<file path="src/rtl/core/htfc_pkg.sv">
`timescale 1ns / 1ps
`default_nettype none

package htfc_pkg;

  localparam logic [7:0]  FLAG_BYTE   = 8'h7E;
  localparam logic [3:0]  TYPE_THREE  = 4'hA;
  localparam logic [15:0] CRC_INIT    = 16'hFFFF;
  localparam logic [15:0] CRC_POLY    = 16'h8408;
  localparam logic [15:0] CRC_XOROUT  = 16'hFFFF;
  localparam logic [10:0] MIN_LENGTH  = 11'd4;

  localparam logic KIND_DATA   = 1'b0;
  localparam logic KIND_STATUS = 1'b1;

  // Depth of the queue between the front and the back.
  localparam int QDEPTH = 2;
  localparam int QPTR_W = (QDEPTH > 1) ? $clog2(QDEPTH) : 1;
  localparam int QCNT_W = $clog2(QDEPTH + 1);

  typedef enum logic [2:0] {
    ST_OK         = 3'd0,
    ST_WRONG_TYPE = 3'd1,
    ST_SEGMENTED  = 3'd2,
    ST_INCOMPLETE = 3'd3,
    ST_BAD_DEST   = 3'd4,
    ST_BAD_SRC    = 3'd5,
    ST_CRC        = 3'd6,
    ST_NO_FRAME   = 3'd7
  } status_e;

  typedef enum logic [3:0] {
    PH_HUNT = 4'd0,
    PH_FMT1 = 4'd1,
    PH_FMT2 = 4'd2,
    PH_DEST = 4'd3,
    PH_SRC  = 4'd4,
    PH_CTRL = 4'd5,
    PH_DATA = 4'd6,
    PH_SKIP = 4'd7,
    PH_DROP = 4'd8
  } phase_e;

  // One received item after classification.
  typedef struct packed {
    logic [7:0] rx_byte;
    logic       eod;
    logic       is_flag;
  } item_t;

  typedef struct packed {
    logic              valid;
    logic              full;
    logic [QCNT_W-1:0] count;
  } qstat_t;

  typedef struct packed {
    logic        kind;
    logic [7:0]  data_byte;
    status_e     status;
    logic [13:0] dest_upper;
    logic [13:0] dest_lower;
    logic [13:0] src_upper;
    logic [13:0] src_lower;
    logic [7:0]  control;
    logic [10:0] frame_length;
  } res_t;

  // One byte of reflected CRC-16/X.25.
  function automatic logic [15:0] crc_step(logic [15:0] crc, logic [7:0] b);
    logic [15:0] c;
    c = crc ^ {8'h00, b};
    for (int i = 0; i < 8; i++) begin
      c = c[0] ? ((c >> 1) ^ CRC_POLY) : (c >> 1);
    end
    return c;
  endfunction

endpackage

`default_nettype wire

</file>
<file path="src/rtl/core/htfc_front.sv">
`timescale 1ns / 1ps
`default_nettype none

module htfc_front (
  input  wire logic            in_valid_i,
  input  wire logic [7:0]      rx_byte_i,
  input  wire logic            end_of_data_i,
  input  wire htfc_pkg::qstat_t q_stat_i,
  output logic                 in_stall_o,
  output logic                 push_o,
  output htfc_pkg::item_t      item_o
);
  import htfc_pkg::*;

  // The front takes an item whenever the queue has room.
  assign in_stall_o      = q_stat_i.full;
  assign push_o          = in_valid_i & ~q_stat_i.full;

  assign item_o.rx_byte  = rx_byte_i;
  assign item_o.eod      = end_of_data_i;
  assign item_o.is_flag  = (rx_byte_i == FLAG_BYTE);

endmodule

`default_nettype wire

</file>
<file path="src/rtl/core/htfc_queue.sv">
`timescale 1ns / 1ps
`default_nettype none

module htfc_queue (
  input  wire logic             clk_i,
  input  wire logic             rst_ni,
  input  wire logic             push_i,
  input  wire htfc_pkg::item_t  item_i,
  input  wire logic             pop_i,
  output htfc_pkg::item_t       item_o,
  output htfc_pkg::qstat_t      stat_o
);
  import htfc_pkg::*;

  item_t             entry_q [QDEPTH];
  logic [QPTR_W-1:0] wr_ptr_q, wr_ptr_d;
  logic [QPTR_W-1:0] rd_ptr_q, rd_ptr_d;
  logic [QCNT_W-1:0] count_q, count_d;

  function automatic logic [QPTR_W-1:0] ptr_next(logic [QPTR_W-1:0] p);
    if (p == QPTR_W'(QDEPTH - 1)) begin
      return '0;
    end
    return p + QPTR_W'(1);
  endfunction

  always_comb begin
    wr_ptr_d = push_i ? ptr_next(wr_ptr_q) : wr_ptr_q;
    rd_ptr_d = pop_i  ? ptr_next(rd_ptr_q) : rd_ptr_q;
    count_d  = count_q;
    if (push_i && !pop_i) begin
      count_d = count_q + QCNT_W'(1);
    end else if (pop_i && !push_i) begin
      count_d = count_q - QCNT_W'(1);
    end
  end

  always_ff @(posedge clk_i or negedge rst_ni) begin
    if (!rst_ni) begin
      wr_ptr_q <= '0;
      rd_ptr_q <= '0;
      count_q  <= '0;
    end else begin
      wr_ptr_q <= wr_ptr_d;
      rd_ptr_q <= rd_ptr_d;
      count_q  <= count_d;
    end
  end

  always_ff @(posedge clk_i) begin
    if (push_i) begin
      entry_q[wr_ptr_q] <= item_i;
    end
  end

  assign item_o       = entry_q[rd_ptr_q];
  assign stat_o.valid = (count_q != '0);
  assign stat_o.full  = (count_q == QCNT_W'(QDEPTH));
  assign stat_o.count = count_q;

endmodule

`default_nettype wire

</file>
<file path="src/rtl/core/htfc_back.sv">
`timescale 1ns / 1ps
`default_nettype none

module htfc_back (
  input  wire logic             clk_i,
  input  wire logic             rst_ni,
  input  wire htfc_pkg::item_t  item_i,
  input  wire htfc_pkg::qstat_t q_stat_i,
  output logic                  pop_o,
  input  wire logic             out_stall_i,
  output logic                  out_valid_o,
  output htfc_pkg::res_t        res_o
);
  import htfc_pkg::*;

  typedef struct packed {
    logic [27:0] acc;
    logic [2:0]  cnt;
    logic        done;
    logic        bad;
  } addr_step_t;

  phase_e      phase_q, phase_d;
  logic [10:0] byte_count_q, byte_count_d;
  logic [10:0] len_q, len_d;
  logic [15:0] crc_q, crc_d;
  logic [15:0] fcs_q, fcs_d;
  logic [2:0]  dest_n_q, dest_n_d;
  logic [2:0]  src_n_q, src_n_d;
  logic [27:0] dest_acc_q, dest_acc_d;
  logic [27:0] src_acc_q, src_acc_d;
  logic [7:0]  ctrl_q, ctrl_d;
  logic        dest_bad_q, dest_bad_d;
  logic        src_bad_q, src_bad_d;
  logic        out_valid_q;
  res_t        out_q;

  logic        res_valid;
  res_t        res;
  res_t        stat_res;
  logic        dest_ok, src_ok;
  logic [27:0] dest_dec, src_dec;
  addr_step_t  dest_step, src_step;
  logic [10:0] len_new;
  logic [7:0]  b;

  function automatic logic [27:0] addr_decode(logic [27:0] acc, logic [2:0] n, logic ok);
    logic [13:0] up;
    logic [13:0] lo;
    up = '0;
    lo = '0;
    unique case (n)
      3'd1: up = {7'd0, acc[6:0]};
      3'd2: begin
        up = {7'd0, acc[13:7]};
        lo = {7'd0, acc[6:0]};
      end
      3'd4: begin
        up = acc[27:14];
        lo = acc[13:0];
      end
      default: begin
        up = '0;
        lo = '0;
      end
    endcase
    if (!ok) begin
      up = '0;
      lo = '0;
    end
    return {up, lo};
  endfunction

  // An address byte ends the field when its low bit is set; an end on the third
  // byte, or no end within four bytes, makes it bad.
  function automatic addr_step_t addr_shift(logic [27:0] acc, logic [2:0] cnt,
                                            logic [7:0] v);
    addr_step_t s;
    s.acc  = {acc[20:0], v[7:1]};
    s.cnt  = cnt + 3'd1;
    s.done = v[0] && (s.cnt != 3'd3);
    s.bad  = v[0] ? (s.cnt == 3'd3) : (s.cnt >= 3'd4);
    return s;
  endfunction

  assign b         = item_i.rx_byte;
  assign dest_ok   = (phase_q == PH_SRC) || (phase_q == PH_CTRL) || (phase_q == PH_DATA) ||
                     ((phase_q == PH_SKIP) && src_bad_q);
  assign src_ok    = (phase_q == PH_CTRL) || (phase_q == PH_DATA);
  assign dest_dec  = addr_decode(dest_acc_q, dest_n_q, dest_ok);
  assign src_dec   = addr_decode(src_acc_q, src_n_q, src_ok);
  assign dest_step = addr_shift(dest_acc_q, dest_n_q, b);
  assign src_step  = addr_shift(src_acc_q, src_n_q, b);
  assign len_new   = {fcs_q[2:0], b};

  always_comb begin
    stat_res.kind         = KIND_STATUS;
    stat_res.data_byte    = '0;
    stat_res.status       = ST_OK;
    stat_res.dest_upper   = dest_dec[27:14];
    stat_res.dest_lower   = dest_dec[13:0];
    stat_res.src_upper    = src_dec[27:14];
    stat_res.src_lower    = src_dec[13:0];
    stat_res.control      = ctrl_q;
    stat_res.frame_length = len_q;
  end

  always_comb begin
    phase_d      = phase_q;
    byte_count_d = byte_count_q;
    len_d        = len_q;
    crc_d        = crc_q;
    fcs_d        = fcs_q;
    dest_n_d     = dest_n_q;
    src_n_d      = src_n_q;
    dest_acc_d   = dest_acc_q;
    src_acc_d    = src_acc_q;
    ctrl_d       = ctrl_q;
    dest_bad_d   = dest_bad_q;
    src_bad_d    = src_bad_q;
    res_valid    = 1'b0;
    res          = stat_res;

    if (item_i.eod) begin
      if (phase_q == PH_HUNT) begin
        res_valid  = 1'b1;
        res.status = ST_NO_FRAME;
      end else if (phase_q == PH_DROP) begin
        phase_d = PH_HUNT;
      end else begin
        res_valid  = 1'b1;
        res.status = ST_INCOMPLETE;
        phase_d    = PH_HUNT;
      end
    end else begin
      unique case (phase_q) inside
        PH_HUNT: begin
          if (item_i.is_flag) begin
            phase_d      = PH_FMT1;
            byte_count_d = '0;
            len_d        = '0;
            crc_d        = CRC_INIT;
            fcs_d        = '0;
            dest_n_d     = '0;
            src_n_d      = '0;
            dest_acc_d   = '0;
            src_acc_d    = '0;
            ctrl_d       = '0;
            dest_bad_d   = 1'b0;
            src_bad_d    = 1'b0;
          end
        end
        PH_DROP: begin
          phase_d = PH_DROP;
        end
        PH_FMT1: begin
          fcs_d        = {8'h00, b};
          crc_d        = crc_step(crc_q, b);
          byte_count_d = 11'd1;
          phase_d      = PH_FMT2;
        end
        PH_FMT2: begin
          crc_d               = crc_step(crc_q, b);
          len_d               = len_new;
          byte_count_d        = 11'd2;
          res.frame_length    = len_new;
          if (fcs_q[7:4] != TYPE_THREE) begin
            res_valid  = 1'b1;
            res.status = ST_WRONG_TYPE;
            phase_d    = PH_DROP;
          end else if (fcs_q[3]) begin
            res_valid  = 1'b1;
            res.status = ST_SEGMENTED;
            phase_d    = PH_DROP;
          end else if (len_new < MIN_LENGTH) begin
            res_valid  = 1'b1;
            res.status = ST_INCOMPLETE;
            phase_d    = PH_HUNT;
          end else begin
            phase_d = PH_DEST;
          end
        end
        PH_DEST, PH_SRC, PH_CTRL, PH_DATA, PH_SKIP: begin
          byte_count_d = byte_count_q + 11'd1;
          if (byte_count_q < (len_q - 11'd2)) begin
            crc_d = crc_step(crc_q, b);
            if (phase_q == PH_DEST) begin
              dest_acc_d = dest_step.acc;
              dest_n_d   = dest_step.cnt;
              if (dest_step.done) begin
                phase_d = PH_SRC;
              end else if (dest_step.bad) begin
                dest_bad_d = 1'b1;
                phase_d    = PH_SKIP;
              end
            end else if (phase_q == PH_SRC) begin
              src_acc_d = src_step.acc;
              src_n_d   = src_step.cnt;
              if (src_step.done) begin
                phase_d = PH_CTRL;
              end else if (src_step.bad) begin
                src_bad_d = 1'b1;
                phase_d   = PH_SKIP;
              end
            end else if (phase_q == PH_CTRL) begin
              ctrl_d  = b;
              phase_d = PH_DATA;
            end else if (phase_q == PH_DATA) begin
              res_valid     = 1'b1;
              res           = '0;
              res.kind      = KIND_DATA;
              res.data_byte = b;
            end
          end else if (byte_count_q == (len_q - 11'd2)) begin
            fcs_d = {8'h00, b};
          end else if (byte_count_q == (len_q - 11'd1)) begin
            fcs_d = {b, fcs_q[7:0]};
          end else begin
            res_valid = 1'b1;
            phase_d   = PH_HUNT;
            if (!item_i.is_flag) begin
              res.status = ST_INCOMPLETE;
            end else if (dest_bad_q || (phase_q == PH_DEST)) begin
              res.status = ST_BAD_DEST;
            end else if (src_bad_q || (phase_q == PH_SRC)) begin
              res.status = ST_BAD_SRC;
            end else if ((crc_q ^ CRC_XOROUT) != fcs_q) begin
              res.status = ST_CRC;
            end else begin
              res.status = ST_OK;
            end
          end
        end
        default: begin
          phase_d = PH_HUNT;
        end
      endcase
    end
  end

  // An item that gives no result may go ahead even while the output waits.
  assign pop_o = q_stat_i.valid && (!res_valid || !out_valid_q || !out_stall_i);

  always_ff @(posedge clk_i or negedge rst_ni) begin
    if (!rst_ni) begin
      phase_q      <= PH_HUNT;
      byte_count_q <= '0;
      len_q        <= '0;
      crc_q        <= CRC_INIT;
      fcs_q        <= '0;
      dest_n_q     <= '0;
      src_n_q      <= '0;
      dest_acc_q   <= '0;
      src_acc_q    <= '0;
      ctrl_q       <= '0;
      dest_bad_q   <= 1'b0;
      src_bad_q    <= 1'b0;
      out_valid_q  <= 1'b0;
    end else begin
      if (pop_o) begin
        phase_q      <= phase_d;
        byte_count_q <= byte_count_d;
        len_q        <= len_d;
        crc_q        <= crc_d;
        fcs_q        <= fcs_d;
        dest_n_q     <= dest_n_d;
        src_n_q      <= src_n_d;
        dest_acc_q   <= dest_acc_d;
        src_acc_q    <= src_acc_d;
        ctrl_q       <= ctrl_d;
        dest_bad_q   <= dest_bad_d;
        src_bad_q    <= src_bad_d;
      end
      if (pop_o && res_valid) begin
        out_valid_q <= 1'b1;
      end else if (!out_stall_i) begin
        out_valid_q <= 1'b0;
      end
    end
  end

  always_ff @(posedge clk_i) begin
    if (pop_o && res_valid) begin
      out_q <= res;
    end
  end

  assign out_valid_o = out_valid_q;
  assign res_o       = out_q;

endmodule

`default_nettype wire

</file>
<file path="src/rtl/core/hdlc_type3_frame_checker_top.sv">
// A result passes from the edge that accepts its item through a queue entry and then the output register.
// Throughput: one received item per cycle unless the queue fills while the output is stalled.
// A two-item queue parts the input side from the parser; the output register parts the far side.
// Reset (rst_ni, asynchronous, active low) empties the queue and output register and
// puts the parser in flag hunting with the CRC at all ones; no clearing pass is needed.
`timescale 1ns / 1ps
`default_nettype none

module hdlc_type3_frame_checker_top (
  input  wire logic        clk_i,
  input  wire logic        rst_ni,
  input  wire logic        in_valid_i,
  output logic             in_stall_o,
  input  wire logic [7:0]  rx_byte_i,
  input  wire logic        end_of_data_i,
  output logic             out_valid_o,
  input  wire logic        out_stall_i,
  output logic             kind_o,
  output logic [7:0]       data_byte_o,
  output logic [2:0]       status_o,
  output logic [13:0]      dest_upper_o,
  output logic [13:0]      dest_lower_o,
  output logic [13:0]      src_upper_o,
  output logic [13:0]      src_lower_o,
  output logic [7:0]       control_o,
  output logic [10:0]      frame_length_o
);
  import htfc_pkg::*;

  item_t  push_item;
  item_t  head_item;
  qstat_t q_stat;
  logic   q_push;
  logic   q_pop;
  res_t   res;

  // The front classifies each incoming item (flag or not) and writes it into the
  // queue whenever there is room; it stalls the sender only when the queue is full.
  htfc_front u_front (
    .in_valid_i    (in_valid_i),
    .rx_byte_i     (rx_byte_i),
    .end_of_data_i (end_of_data_i),
    .q_stat_i      (q_stat),
    .in_stall_o    (in_stall_o),
    .push_o        (q_push),
    .item_o        (push_item)
  );

  // The queue lets the front keep taking items while the back waits on a
  // stalled output.
  htfc_queue u_queue (
    .clk_i   (clk_i),
    .rst_ni  (rst_ni),
    .push_i  (q_push),
    .item_i  (push_item),
    .pop_i   (q_pop),
    .item_o  (head_item),
    .stat_o  (q_stat)
  );

  // The back holds the frame parser: flag hunt, format field, addresses,
  // control byte, payload pass-through, FCS capture and the final status.
  // An item that gives no result is consumed even while the output is stalled.
  htfc_back u_back (
    .clk_i       (clk_i),
    .rst_ni      (rst_ni),
    .item_i      (head_item),
    .q_stat_i    (q_stat),
    .pop_o       (q_pop),
    .out_stall_i (out_stall_i),
    .out_valid_o (out_valid_o),
    .res_o       (res)
  );

  assign kind_o         = res.kind;
  assign data_byte_o    = res.data_byte;
  assign status_o       = res.status;
  assign dest_upper_o   = res.dest_upper;
  assign dest_lower_o   = res.dest_lower;
  assign src_upper_o    = res.src_upper;
  assign src_lower_o    = res.src_lower;
  assign control_o      = res.control;
  assign frame_length_o = res.frame_length;

`ifndef SYNTH
  // The parser never takes an item from an empty queue.
  a_pop_needs_item : assert property (@(posedge clk_i) disable iff (!rst_ni)
    q_pop |-> q_stat.valid)
    else $error("pop from empty queue");

  // The queue never holds more items than it has entries.
  a_queue_bound : assert property (@(posedge clk_i) disable iff (!rst_ni)
    q_stat.count <= QCNT_W'(QDEPTH))
    else $error("queue overfilled");

  // A payload item carries no status, control or length.
  a_payload_clean : assert property (@(posedge clk_i) disable iff (!rst_ni)
    (out_valid_o && (kind_o == KIND_DATA)) |->
      ((status_o == ST_OK) && (control_o == 8'd0) && (frame_length_o == 11'd0)))
    else $error("payload item with status fields set");

  // Statuses raised before any address is parsed report no addresses.
  a_early_status_no_addr : assert property (@(posedge clk_i) disable iff (!rst_ni)
    (out_valid_o && (kind_o == KIND_STATUS) &&
     ((status_o == ST_WRONG_TYPE) || (status_o == ST_SEGMENTED) ||
      (status_o == ST_NO_FRAME))) |->
      ((dest_upper_o == 14'd0) && (dest_lower_o == 14'd0) &&
       (src_upper_o == 14'd0) && (src_lower_o == 14'd0)))
    else $error("early status carries address");
`endif

endmodule

`default_nettype wire

</file>
<file path="config.mk">
export PLATFORM = sky130hd
export DESIGN_NAME = hdlc_type3_frame_checker_top
export DESIGN_NICKNAME = d
export VERILOG_FILES = /design/src/rtl/core/htfc_pkg.sv /design/src/rtl/core/htfc_front.sv /design/src/rtl/core/htfc_queue.sv /design/src/rtl/core/htfc_back.sv /design/src/rtl/core/hdlc_type3_frame_checker_top.sv
export SDC_FILE = /design/constraint.sdc
export NUM_CORES = 1
export LEC_CHECK = 0
export BUFFER_PORTS_ARGS = -buffer_cell sky130_fd_sc_hd__buf_2
export CELL_PAD_IN_SITES_DETAIL_PLACEMENT = 0
export CELL_PAD_IN_SITES_GLOBAL_PLACEMENT = 2
export CORE_ASPECT_RATIO = 0.75
export CORE_MARGIN = 1.5
export CORE_UTILIZATION = 41
export CTS_BUF_LIST = sky130_fd_sc_hd__clkbuf_4 sky130_fd_sc_hd__clkbuf_8
export DETAILED_ROUTE_END_ITERATION = 6
export GPL_ROUTABILITY_DRIVEN = 1
export GPL_TIMING_DRIVEN = 0
export HOLD_SLACK_MARGIN = 0.1
export PLACE_DENSITY_LB_ADDON = 0.15
export SLEW_MARGIN = 20
export SYNTH_ARGS = -nofsm -noshare
export SYNTH_HDL_FRONTEND = slang
export SYNTH_SLANG_ARGS = --single-unit
</file>
<file path="constraint.sdc">
create_clock -name clk_i -period 9.72 [get_ports clk_i]
set_input_delay 0.972 -clock clk_i [delete_from_list [all_inputs] [get_ports clk_i]]
set_output_delay 0.972 -clock clk_i [all_outputs]
set_load 0.05 [all_outputs]
</file>
==> After elaboration in Yosys (flattened, before gate mapping) <==
Memories as Yosys holds them, arrays and structs flattened.
Cells that the tools add are included.
Widths: inputs -> output; s select.
{ "op_classes": {"mux": 128, "n_bitwise": 16, "magnitude_cmp": 4, "reduce_logical": 43, "addsub": 9, "n_eq_ne": 45} }
{ "ops": {"columns": ["cell", "count"], "rows": [
  ["$mux 78", 3],
  ["$mux 16", 14],
  ["$mux 28", 6],
  ["$mux 75", 2],
  ["$pmux 28 s2", 2],
  ["$pmux 16 s3", 2],
  ["$mux 87", 1],
  ["$pmux 14 s3", 2],
  ["$mux 64", 1],
  ["$mux 4", 15],
  ["$mux 14", 4],
  ["$pmux 14 s2", 2],
  ["$mux 3", 16],
  ["$pmux 11 s2", 2],
  ["$pmux 11 s4", 1],
  ["$mux 8", 5],
  ["$mux 1", 35],
  ["$not 2->3", 8],
  ["$reduce_and 8->1", 3],
  ["$eq 11x11->1", 2],
  ["$pmux 4 s5", 1],
  ["$ne 2x1->1 const B", 9],
  ["$pmux 3 s2", 3],
  ["$reduce_and 6->1", 3],
  ["other kinds (51)", 103]
]} }
{ "totals": {"memories": 1, "mem_bits_rw": 20, "in_bits": 13, "ff_bits": 222} }
{ "mem_list": {"columns": ["name", "depth", "word_bits", "read_ports", "rd_clocked_by_memory_dff", "wr", "line", "text"], "rows": [
  ["u_queue.entry_q", 2, 10, 1, 0, 1, "htfc_queue.sv:15", "item_t entry_q [QDEPTH];"]
]} }

==> Logic depth before layout (Yosys ltp) <==
Gate-level depths: netlist of the first run.
An unclocked memory read counts as a cell.
{ "logic_depth": {"depth_word": 20, "mapped_depth": 18, "mapped_depth_nobuf": 17} }

==> Hierarchy <==
From an unflattened synthesis of the first run, not the netlist that was laid out.
{ "hier_totals": {"cells_unflattened": 1110, "area_unflattened_um2": 11996.5} }
{ "modules_own_cells": {"columns": ["mod", "instances", "cells_per_inst", "area_each_um2", "seq_area_each_um2"], "rows": [
  ["htfc_back", 1, 1049, 10944.2, 5910.7],
  ["htfc_queue", 1, 47, 949.7, 700.7],
  ["htfc_front", 1, 14, 102.6, 0.0]
]} }

==> Worst setup path before layout of the first run <==
OpenSTA, ideal clock, no wires.
{ "synth_path": {"path_type": "register to register", "from": "register u_back.len_q[2]", "to": "register u_back.out_valid_q (netlist: u_back.out_valid_o)", "setup_ps": 87, "stages_incl_launch_ff": 16, "arrival_ps": 7207, "required_ps": 9633, "period_less_slack_ps": 7295, "path_buffers": 1, "setup_slack_ps": 2425, "cell_sequence": "dfrtp_1 inv_1 ha_1 nand2b_1 or4_1 nor3_1 xnor2_1 ha_1 o21a_1 a21oi_1 and2_1 clkbuf_1 nor3_2 a221o_1 nor2_1 or2_2"} }
{ "synth_between": {"elab_chain_cells": 13, "word_cells_on_any_way": 17, "classes_between": "2 x add/sub; 1 x order compare; 3 x eq/ne; 6 x mux; 5 x reduce/logical"} }
{ "synth_lines": {"columns": ["element", "line", "text"], "rows": [
  ["start, declared", "htfc_back.sv:25", "logic [10:0] len_q, len_d;"],
  ["start signal, assigned", "htfc_back.sv:263", "len_q <= len_d;"],
  ["branches (longest 4 deep; another with $sub 11x2->11)", null, null],
  ["$mux 1 (*)", "htfc_back.sv:185", "if (byte_count_q < (len_q - 11'd2)) begin"],
  ["$pmux 1 s2 (*)", "htfc_back.sv:136", "unique case (phase_q) inside"],
  ["$mux 1 (*)", "htfc_back.sv:124", "if (item_i.eod) begin"],
  ["$logic_not 1->1", "htfc_back.sv:242", "assign pop_o = q_stat_i.valid && (!res_valid || !out_valid_q || !out_stall_i);"],
  ["$logic_or 1x1->1 (2 in a row)", "htfc_back.sv:242", null],
  ["$logic_and 1x1->1", "htfc_back.sv:242", null],
  ["$logic_and 1x1->1 (*)", "htfc_back.sv:274", "if (pop_o && res_valid) begin"],
  ["$ne 2x1->1 (no source line) / $mux 1 (equally long branches)", null, null],
  ["end signal, assigned", "htfc_back.sv:258", "out_valid_q <= 1'b0;"],
  ["end signal, assigned", "htfc_back.sv:275", "out_valid_q <= 1'b1;"],
  ["end signal, assigned", "htfc_back.sv:277", "out_valid_q <= 1'b0;"],
  ["end, declared", "htfc_back.sv:35", "logic out_valid_q;"]
]} }
Mark *: on every way between the ends.
A chain may end at the register's enable or synchronous reset.

==> Worst setup path after layout of the first run <==
{ "layout_path": {"from": "register u_back.len_q[2]", "to": "register u_back.out_q, in the netlist u_back.res_o[51] (enable)"} }
{ "layout_between": {"elab_chain_cells": 12, "word_cells_on_any_way": 15, "classes_between": "2 x add/sub; 1 x order compare; 2 x eq/ne; 5 x mux; 5 x reduce/logical"} }
{ "layout_lines": {"columns": ["element", "line", "text"], "rows": [
  ["branches (longest 4 deep; another with $sub 11x2->11)", null, null],
  ["$mux 1 (*)", "htfc_back.sv:185", null],
  ["$pmux 1 s2 (*)", "htfc_back.sv:136", null],
  ["$mux 1 (*)", "htfc_back.sv:124", null],
  ["$logic_not 1->1", "htfc_back.sv:242", null],
  ["$logic_or 1x1->1 (2 in a row)", "htfc_back.sv:242", null],
  ["$logic_and 1x1->1", "htfc_back.sv:242", null],
  ["$logic_and 1x1->1 (*)", "htfc_back.sv:283", "if (pop_o && res_valid) begin"],
  ["end signal, assigned", "htfc_back.sv:284", "out_q <= res;"],
  ["end, declared", "htfc_back.sv:36", "res_t out_q;"]
]} }
Marked as above.

==> flow_summary.json, run 1 <==
{
  "seq_area_sq_um": 6610,
  "drt_wl_total_um": 31500,
  "critPathArrivalTime_ns": 5.29,
  "gp_congestion": 0.852,
  "htree_levels": 2,
  "io_buffer_count": 101,
  "status": "completed",
  "wl_per_cell_um": 18.9,
  "maxCapViolCount": 0,
  "initialDrtViolationCount": 598,
  "via_per_inst": 5.19,
  "postSynthCellCount": 1103,
  "cp_max_fo": 28,
  "synth_cell_type_count": 68,
  "grt-ovfl-total": 0,
  "fmax_mhz": 198,
  "die_w_um": 199,
  "clock-sinks": 242,
  "fin_crit_ns": 5.06,
  "post_cts_buffers": 0,
  "netlist_area_sq_um": 11800,
  "dpl_worst_slack_ns": 4.75,
  "path_class": "flip-flop to flip-flop",
  "cts_made_buffers": 41,
  "die_h_um": 150,
  "grt_pass1_vias": 8197,
  "ant_nets": 0,
  "io_pins": 102,
  "setup_viol": 0,
  "grt_pass1_wl_um": 48800,
  "num_vias": 8640,
  "slew_headroom_pct": 36.5,
  "synth.top_cell.area_share_pct": 27.1,
  "hpwlAfterDp_um": 21800,
  "nets": 1288,
  "synth_common_cells": "nand2_1, dfrtp_1, edfxtp_1",
  "hold_violations": 0,
  "syn_to_final_growth_pct": 16.8,
  "setup_slack_ns": 4.66,
  "avgSynthCellArea_sq_um": 10.7,
  "drive_gt1_share_pct": 21.4,
  "hold_buffers": 0,
  "worstReg2RegEnd": "u_back.res_o[51]",
  "multi_input_area_sq_um": 4910,
  "ys_seq_elements": 242,
  "clockRootBuffer": "clkbuf_8",
  "final_area_sq_um": 13800,
  "grt_max_degree": 74,
  "ys_seq_area_share_pct": 55.9,
  "core_sq_um": 28200,
  "grt_usage_pct": 21.6,
  "synth_top_area_cell": "edfxtp_1",
  "ys.flop_type": "dfrtp_1",
  "reg2regPathDepth": 16,
  "ctsResizeCount": 0,
  "drc": 0,
  "synth.most_common_cell": "nand2_1",
  "tightest_slew_ns": 0.935,
  "synth_edf_count": 107,
  "layout.cells.non_filler": 1666,
  "nFillCells": 2680,
  "rr_startpoint": "u_back.len_q[2]",
  "die_area_sq_um": 29900,
  "maxSlewViolCount": 0,
  "post_dp_cell_area_sq_um": 13000,
  "dr.pass1.iters": 5,
  "antenna_found_initial": 0,
  "diodes": 0,
  "end_kind": "flip-flop",
  "postSynth.asyncResetShare_pct": 55.8,
  "initial_utilization_pct": 42.0,
  "clock_path_buffers": 3,
  "yosys-top-cells-area": "edfxtp_1, dfrtp_1, nand2_1, mux2_2, xnor2_1",
  "holdCritPathClass": "primary input to async pin",
  "fin_skew_ns": 0.0318,
  "dp_cells": 1593,
  "syn_nets": 1140,
  "ys_warn_count": 0,
  "clk_pin_slew_ns": 0.06,
  "rsz0062_at_grt": "false",
  "cts_tree": "done",
  "finalCritPeriodShare_pct": 52.1,
  "start_kind": "flip-flop",
  "crit_required_ns": 9.95,
  "ff2ff_setup_slack_ns": 4.66,
  "utilization_pct": 49.1,
  "rows": 53,
  "insertion_delay_ns": 0.56
}
[per-layer routing]
metal / part of all wire (%) / wire, um / global-route usage [%]
met1: 54 / 17100 / 36.1
met5: 0 / 0 / 0
met2: 39 / 12200 / 27.9
met3: 5.2 / 1630 / 3.70
met4: 1.6 / 497 / 5.11
[sequential cells by signal, indices dropped and copies added, names as in the netlist]
signal / flops
u_back.byte_count_q: 11
u_back.crc_q: 16
u_back.ctrl_q: 8
u_back.dest_acc_q: 28
u_back.dest_bad_q: 1
u_back.dest_n_q: 3
u_back.fcs_q: 16
u_back.len_q: 11
u_back.out_valid_o: 1
u_back.phase_q: 4
u_back.res_o: 87
u_back.src_acc_q: 28
u_back.src_bad_q: 1
u_back.src_n_q: 3
u_queue.count_q: 2
u_queue.entry_q: 20
u_queue.rd_ptr_q: 1
u_queue.wr_ptr_q: 1
[worst max-delay path by stage]
stage	start	slack [ns]	to
CTS	u_back.len_q[2]	4.69	u_back.res_o[52]
detailed placement	u_back.len_q[2]	4.75	u_back.res_o[46]
floorplan	u_back.len_q[2]	2.43	u_back.out_valid_o
finish	u_back.len_q[2]	4.66	u_back.res_o[51]
global placement	u_back.len_q[2]	-0.24	u_back.out_valid_o
global route	u_back.len_q[2]	4.38	u_back.res_o[52]
[area by class of cell]
type,instances,area share (%)
Tap cell,385,3.48
Clock inverter,13,0.950
Clock buffer,60,5.29
Inverter,19,0.516
Multi-Input combinational cell,783,35.5
Sequential cell,242,47.8
Timing Repair Buffer,105,4.42
Buffer,59,2.03
[logic make-up after synthesis]
logic type                 Yosys count  synth area share [%]
DFF                                242                  55.9
xor gates and xnor gates            68                  5.03
muxes                               66                  6.46
AOI/OAI and AO/OA                  144                  7.47
buffers and inverters               78                  2.97
and+or+nand+nor                    481                  19.7
adders and majority gates           24                  2.54
[layout by cell type, fill, tap and decap left out, drive strengths merged, types with 16 or more instances in the layout]
cell / netlist / layout
ha: 24 / 24
clkbuf: 43 / 103
a21oi: 31 / 31
xnor2: 51 / 51
and2: 53 / 53
nand2: 173 / 173
nor3: 21 / 21
buf: 16 / 121
dfstp: 16 / 16
inv: 18 / 18
o21ai: 55 / 55
dfrtp: 119 / 119
xor2: 17 / 17
nand3: 68 / 68
mux2: 53 / 53
edfxtp: 107 / 107
nor2: 92 / 92
nand2b: 16 / 16
[stage by stage]
| stage | setup TNS (ns) | hold WS (ns) |
|---|---|---|
| after floorplan | 0 | 0.430 |
| after global placement | -15.03 | 0.446 |
| after detailed placement | 0 | 0.452 |
| after CTS | 0 | 0.348 |
| after global routing | 0 | 0.370 |
| final | 0 | 0.352 |
[critical path, cell delays in order (launching register included)]
cell and delay [ns]:
dfrtp_1 0.49, inv_1 0.12, ha_1 0.23, nand2b_1 0.15, or4_1 0.48, nor3_1 0.21, xnor2_1 0.10, ha_1 0.20
a211oi_1 0.20, o21ai_0 0.12, a21oi_1 0.36, and2_1 0.19, clkbuf_1 0.32, nor3_2 0.19, a221o_1 0.52, nor2_4 0.54
buf_12 0.27
Power of run 1 is not shown: default switching activity piles up to over one toggle a cycle in this logic, so the estimate is an artifact.
==> run 2, diff against run 1 <==
- CORE_UTILIZATION: 41 -> 37
- clock period: 9.72 -> 4.59 ns (I/O delays scaled with it)
==> run 2 against run 1 <==
  * Critical path depth shrank 1
  * Register-to-register slack lost 4.4 ns
  * Core utilization shrank 4.4 points
  * Die area grew 11%
  * Global-route usage shrank 1.5 points
  * Critical endpoint is now u_back.res_o[27]
  * Largest cell class unchanged
==> flow_summary.json, run 2 (synthesized netlist as in run 1, its figures left out) <==
{
  "insertion_delay_ns": 0.57,
  "tightest_slew_ns": 0.939,
  "drive_gt1_share_pct": 22.7,
  "clkPwrFrac_pct": 16.7,
  "setup_slack_ns": 0.231,
  "ir_worst_vdd_uv": 378,
  "dpl_worst_slack_ns": -0.187,
  "utilization_pct": 44.7,
  "final_area_sq_um": 14000,
  "crit_required_ns": 4.84,
  "grt_max_degree": 88,
  "grt_pass1_wl_um": 50300,
  "grt_pass1_vias": 8494,
  "hold_violations": 0,
  "cp_max_fo": 29,
  "antenna_found_initial": 0,
  "gp_congestion": 0.813,
  "hold_path_depth": 3,
  "maxCapViolCount": 0,
  "end_kind": "flip-flop",
  "post_dp_cell_area_sq_um": 13100,
  "grt-ovfl-total": 0,
  "clock_path_buffers": 3,
  "initialDrtViolationCount": 655,
  "min_to": "u_queue.wr_ptr_q",
  "path_class": "flip-flop to flip-flop",
  "fmax_mhz": 229,
  "die_h_um": 158,
  "reg2regPathDepth": 15,
  "finalCritPeriodShare_pct": 95.0,
  "p_switching_w": 0.00564,
  "rows": 56,
  "grt_usage_pct": 20.0,
  "start_kind": "flip-flop",
  "wl_per_cell_um": 19.1,
  "critPathArrivalTime_ns": 4.61,
  "core_sq_um": 31400,
  "status": "completed",
  "htree_levels": 2,
  "holdCritPathClass": "primary input to flip-flop",
  "ff2ff_setup_slack_ns": 0.23,
  "io_buffer_count": 101,
  "setup_viol": 0,
  "clockRootBuffer": "clkbuf_8",
  "rr_startpoint": "u_back.len_q[4]",
  "io_pins": 102,
  "diodes": 0,
  "num_vias": 8760,
  "clock-sinks": 242,
  "switching_share_pct": 47.1,
  "power.leakage_nw": 6.10,
  "p_comb_share_pct": 52.9,
  "die_w_um": 210,
  "fin_crit_ns": 4.36,
  "hpwlAfterDp_um": 22500,
  "drt_wl_total_um": 32500,
  "fin_skew_ns": 0.0199,
  "final_common_cell": "nand2_1",
  "drc": 0,
  "min_from": "in_valid_i",
  "dr.pass1.iters": 5,
  "internal_power_w": 0.00634,
  "initial_utilization_pct": 37.7,
  "ant_nets": 0,
  "nets": 1301,
  "most-common-layout-cells": "nand2_1, dfrtp_1, edfxtp_1",
  "slew_headroom_pct": 36.2,
  "rsz0062_at_grt": "false",
  "pwr-share-seq_pct": 30.5,
  "power.density_nw_per_um2": 854,
  "die_area_sq_um": 33100,
  "cts_made_buffers": 42,
  "maxSlewViolCount": 0,
  "via_per_inst": 5.14,
  "syn_to_final_growth_pct": 18.5,
  "clk_pin_slew_ns": 0.06,
  "worstReg2RegEnd": "u_back.res_o[27]",
  "largest_reg_flops": 87,
  "hold_ws_ns": 0.231,
  "power.total_w": 0.0120,
  "cts_tree": "done"
}
[run 2: changes by cell type in the layout (fill, tap and decap cells not counted), moves of 2 or more]
cell,delta
o21ai_1,+2
o21ai_0,-2
nor4_1,-2
dfrtp_1,-2
clkinvlp_4,+3
or4_4,+2
bufinv_16,-2
nor3_1,-2
clkinv_2,+3
or4_1,-2
dfrtp_2,+2
dlygate4sd3_1,+10
[run 2: worst max-delay path by stage]
stage | from | endpoint | slack (ns) | depth (start not counted)
4_1_cts | u_back.len_q[4] | u_back.res_o[32] | 0.08 | 15
3_5_place_dp | u_back.len_q[2] | u_back.res_o[13] | -0.19 | 16
5_1_grt | u_back.len_q[2] | u_back.fcs_q[6] | 0.009 | 15
3_3_place_gp | u_back.len_q[2] | u_back.res_o[15] | -1.20 | 14
2_1_floorplan | u_back.len_q[4] | u_back.res_o[0] | -0.01 | 13
6_report | u_back.len_q[4] | u_back.res_o[27] | 0.23 | 15
[run 2: critical path, stage by stage, from the launching register on]
cell and delay (ns):
dfrtp_1 0.41, buf_6 0.16, or4_4 0.56, nor4_4 0.18, xnor2_1 0.17, ha_1 0.27, a211oi_1 0.26, o21ai_1 0.13
a21oi_2 0.28, and2_1 0.18, clkbuf_8 0.17, nor3_4 0.08, a221o_1 0.55, nor2_4 0.22, buf_16 0.19, buf_12 0.21
[run 2: layer usage]
metal  routed length (um)  global-route usage, %  vias to the layer above
li1                     -                      -                     4179
met1                17300                   32.0                     4299
met2                12900                   27.0                      232
met3                 1830                   4.03                       50
met4                  566                   5.10                        0
met5                    0                      0                        -
[run 2: stage by stage]
step / TNS (ns) / instances
floorplan: -0.995 / 1103
global placement: -104.45 / 1610
detailed placement: -9.01 / 1615
CTS: 0 / 1703
global route: 0 / 1703
finish: 0 / 1703
[run 2: power by group through the flow]
stage,combinational [W],clock [W],sequential [W]
after global placement,0.00615,0,0.00371
final,0.00634,0.00200,0.00365
after detailed placement,0.00632,0,0.00369
after global routing,0.00686,0.00216,0.00374
after floorplan,0.00337,0,0.00492
after CTS,0.00636,0.00207,0.00366
[run 2: timing repair]
item                                   in CTS  in global routing
hold buffers                               10                  0
pin swaps                                   1                  0
setup endpoints to repair                  51                 20
endpoints found under the hold margin      50                  0
buffers inserted                            1                  0
resized for setup                           0                  2
[run 2: cell type report]
type	count	area, sq um
fill	3091	17400
sequential	242	6610
multi-input combinational	783	4980
timing repair buffer	117	729
clock buffer	60	726
tap	406	508
buffer	59	290
clock inverter	17	109
inverter	19	71.3
(Power assumes the default switching activity.)
==> run 3, diff against run 2 <==
- CTS_BUF_LIST: sky130_fd_sc_hd__clkbuf_4 sky130_fd_sc_hd__clkbuf_8 -> sky130_fd_sc_hd__clkbuf_4
- RECOVER_POWER: default -> 50
==> run 3 against run 2 <==
  * Clock skew grew 0.032 ns
  * The flow now finishes with violations (max-capacitance violations, max-slew violations)
  * Hold slack gained 0.14 ns
  * Cell area shrank 0.49%
  * Routed wire length is essentially flat
  * Global-route usage grew 0.11 points
  * Critical path depth is the same
  * Clock-buffer cell count grew 42
  * Cell count grew 2.5%
  * Sequential share of layout area grew 0.23 points
  * First-iteration DRC count shrank 16%
  * Non-clock buffer count grew 1
  * Core utilization shrank 0.22 points
==> flow_summary.json, run 3 (synthesized netlist as in run 1, its figures left out) <==
{
  "end_kind": "flip-flop",
  "startpoint": "u_back.len_q[2]",
  "grt_pass1_wl_um": 50600,
  "hpwlAfterDp_um": 22500,
  "wl_met1_um": 17300,
  "clk_pin_slew_ns": 0.06,
  "grt_max_degree": 88,
  "num_vias": 8853,
  "fin_skew_ns": 0.0518,
  "wl_met2_um": 12800,
  "path_class": "flip-flop to flip-flop",
  "start_kind": "flip-flop",
  "path_cells": "inv_1 -> ha_4 -> nand2b_4 -> or4_4 -> nor3_2 -> xnor2_1 -> ha_1 -> nand4_1 -> nor2_1 -> o31ai_1 -> and3_1 -> a221o_1 -> a221o_2 -> nor3_4 -> mux2_2",
  "setup_viol": 0,
  "maxCapViolCount": 1,
  "core_sq_um": 31400,
  "crit_required_ns": 5.15,
  "clockRootBuffer": "clkbuf_4",
  "nFillCells": 3165,
  "initialDrtViolationCount": 553,
  "final_common_cell": "nand2_1",
  "rows": 56,
  "largest_reg_flops": 87,
  "routed-wl-met3_um": 1790,
  "via_per_inst": 5.07,
  "ant_nets": 0,
  "cp_max_fo": 8,
  "seq_area_sq_um": 6610,
  "die_area_sq_um": 33100,
  "drt_wl_total_um": 32600,
  "insertion_delay_ns": 0.72,
  "grt_pass1_vias": 8710,
  "syn_to_final_growth_pct": 18.0,
  "drive_gt1_share_pct": 17.7,
  "nets": 1326,
  "clock-sinks": 242,
  "cts_made_buffers": 66,
  "slew_headroom_pct": -108,
  "status": "finished, violations left",
  "critPathSlowestCell": "dfrtp_2",
  "violations": "max-capacitance violations, max-slew violations",
  "io_pins": 102,
  "fin_crit_ns": 4.36,
  "tightest_slew_ns": 3.13,
  "min_from": "out_stall_i",
  "die_h_um": 158,
  "finalCritPeriodShare_pct": 95.1,
  "critPathArrivalTime_ns": 4.93,
  "antenna_found_initial": 1,
  "grt_usage_pct": 20.1,
  "die_w_um": 210,
  "holdCritPathClass": "primary input to flip-flop",
  "gp_congestion": 0.813,
  "hold_ws_ns": 0.369,
  "cts_tree": "done",
  "hold_violations": 0,
  "initial_utilization_pct": 37.7,
  "slowest_delay_ns": 0.48,
  "io_buffer_count": 101,
  "htree_levels": 3,
  "rr_startpoint": "u_back.len_q[2]",
  "utilization_pct": 44.5,
  "wl_per_cell_um": 18.7,
  "grt-ovfl-total": 0,
  "maxSlewViolCount": 49,
  "clock_path_buffers": 3,
  "multi_input_area_sq_um": 4990,
  "dr.pass1.iters": 5,
  "most-common-layout-cells": "nand2_1, clkbuf_1, dfrtp_1",
  "highest_layer": "met4",
  "drc": 0,
  "rsz0062_at_grt": "false",
  "fmax_mhz": 229
}
==> run 3: timing repair <==
item | CTS | global route
pin swaps | 1 | 1
hold buffers | 11 | 0
setup buffers | 1 | 0
gates resized for setup | 0 | 4
setup endpoints to repair | 62 | 30
endpoints found under the hold margin | 67 | 0
==> run 3: final timing paths <==
kind,endpoint,slack (ns),cells after the start
hold / removal,u_back.out_valid_o,0.37,3
hold reg to reg,u_back.src_acc_q[24],0.46,2
min in group asynchronous,u_back.len_q[6],1.33,2
setup reg to reg,u_back.ctrl_q[3],0.23,15
max in group asynchronous,u_back.len_q[1],1.27,2
setup / recovery,u_back.ctrl_q[3],0.23,15
==> run 3: cell type report <==
cell class | instances | share of cell area [%]
inverter | 19 | 0.511
clock buffer | 102 | 5.48
tap | 406 | 3.64
antenna | 1 | 0.0179
buffer | 59 | 2.08
clock inverter | 16 | 0.816
sequential | 242 | 47.4
timing repair buffer | 118 | 4.34
multi-input combinational | 783 | 35.7
==> run 3: stage by stage <==
step	setup WS, ns	cells	cell area [sq um]	TNS (ns)
after floorplan	-0.0114	1103	11900	-0.995
after global placement	-1.20	1610	12900	-104.45
after detailed placement	-0.187	1615	13100	-9.01
after CTS	0.0601	1745	14100	0
after global routing	0.0157	1746	14000	0
final	0.227	1746	14000	0
==> run 3: routing by layer <==
layer | vias to the layer above | global-route usage [%]
met5 | - | 0
met4 | 0 | 6.41
met3 | 51 | 4.64
met2 | 241 | 26.8
met1 | 4291 | 31.6
li1 | 4270 | -
==> run 3: worst max-delay path, delay by kind of cell, from the launching register on <==
kind / cells / cell delay [ns]
AO/OA/AOI/OAI: 3 / 0.95
adder cells (fa/ha/maj): 2 / 0.49
XOR/XNOR: 1 / 0.10
flip-flops: 1 / 0.48
buffers and inverters: 1 / 0.13
multiplexers: 1 / 0.39
AND/OR/NAND/NOR: 7 / 1.66
Power of run 3 is left out for the same reason.
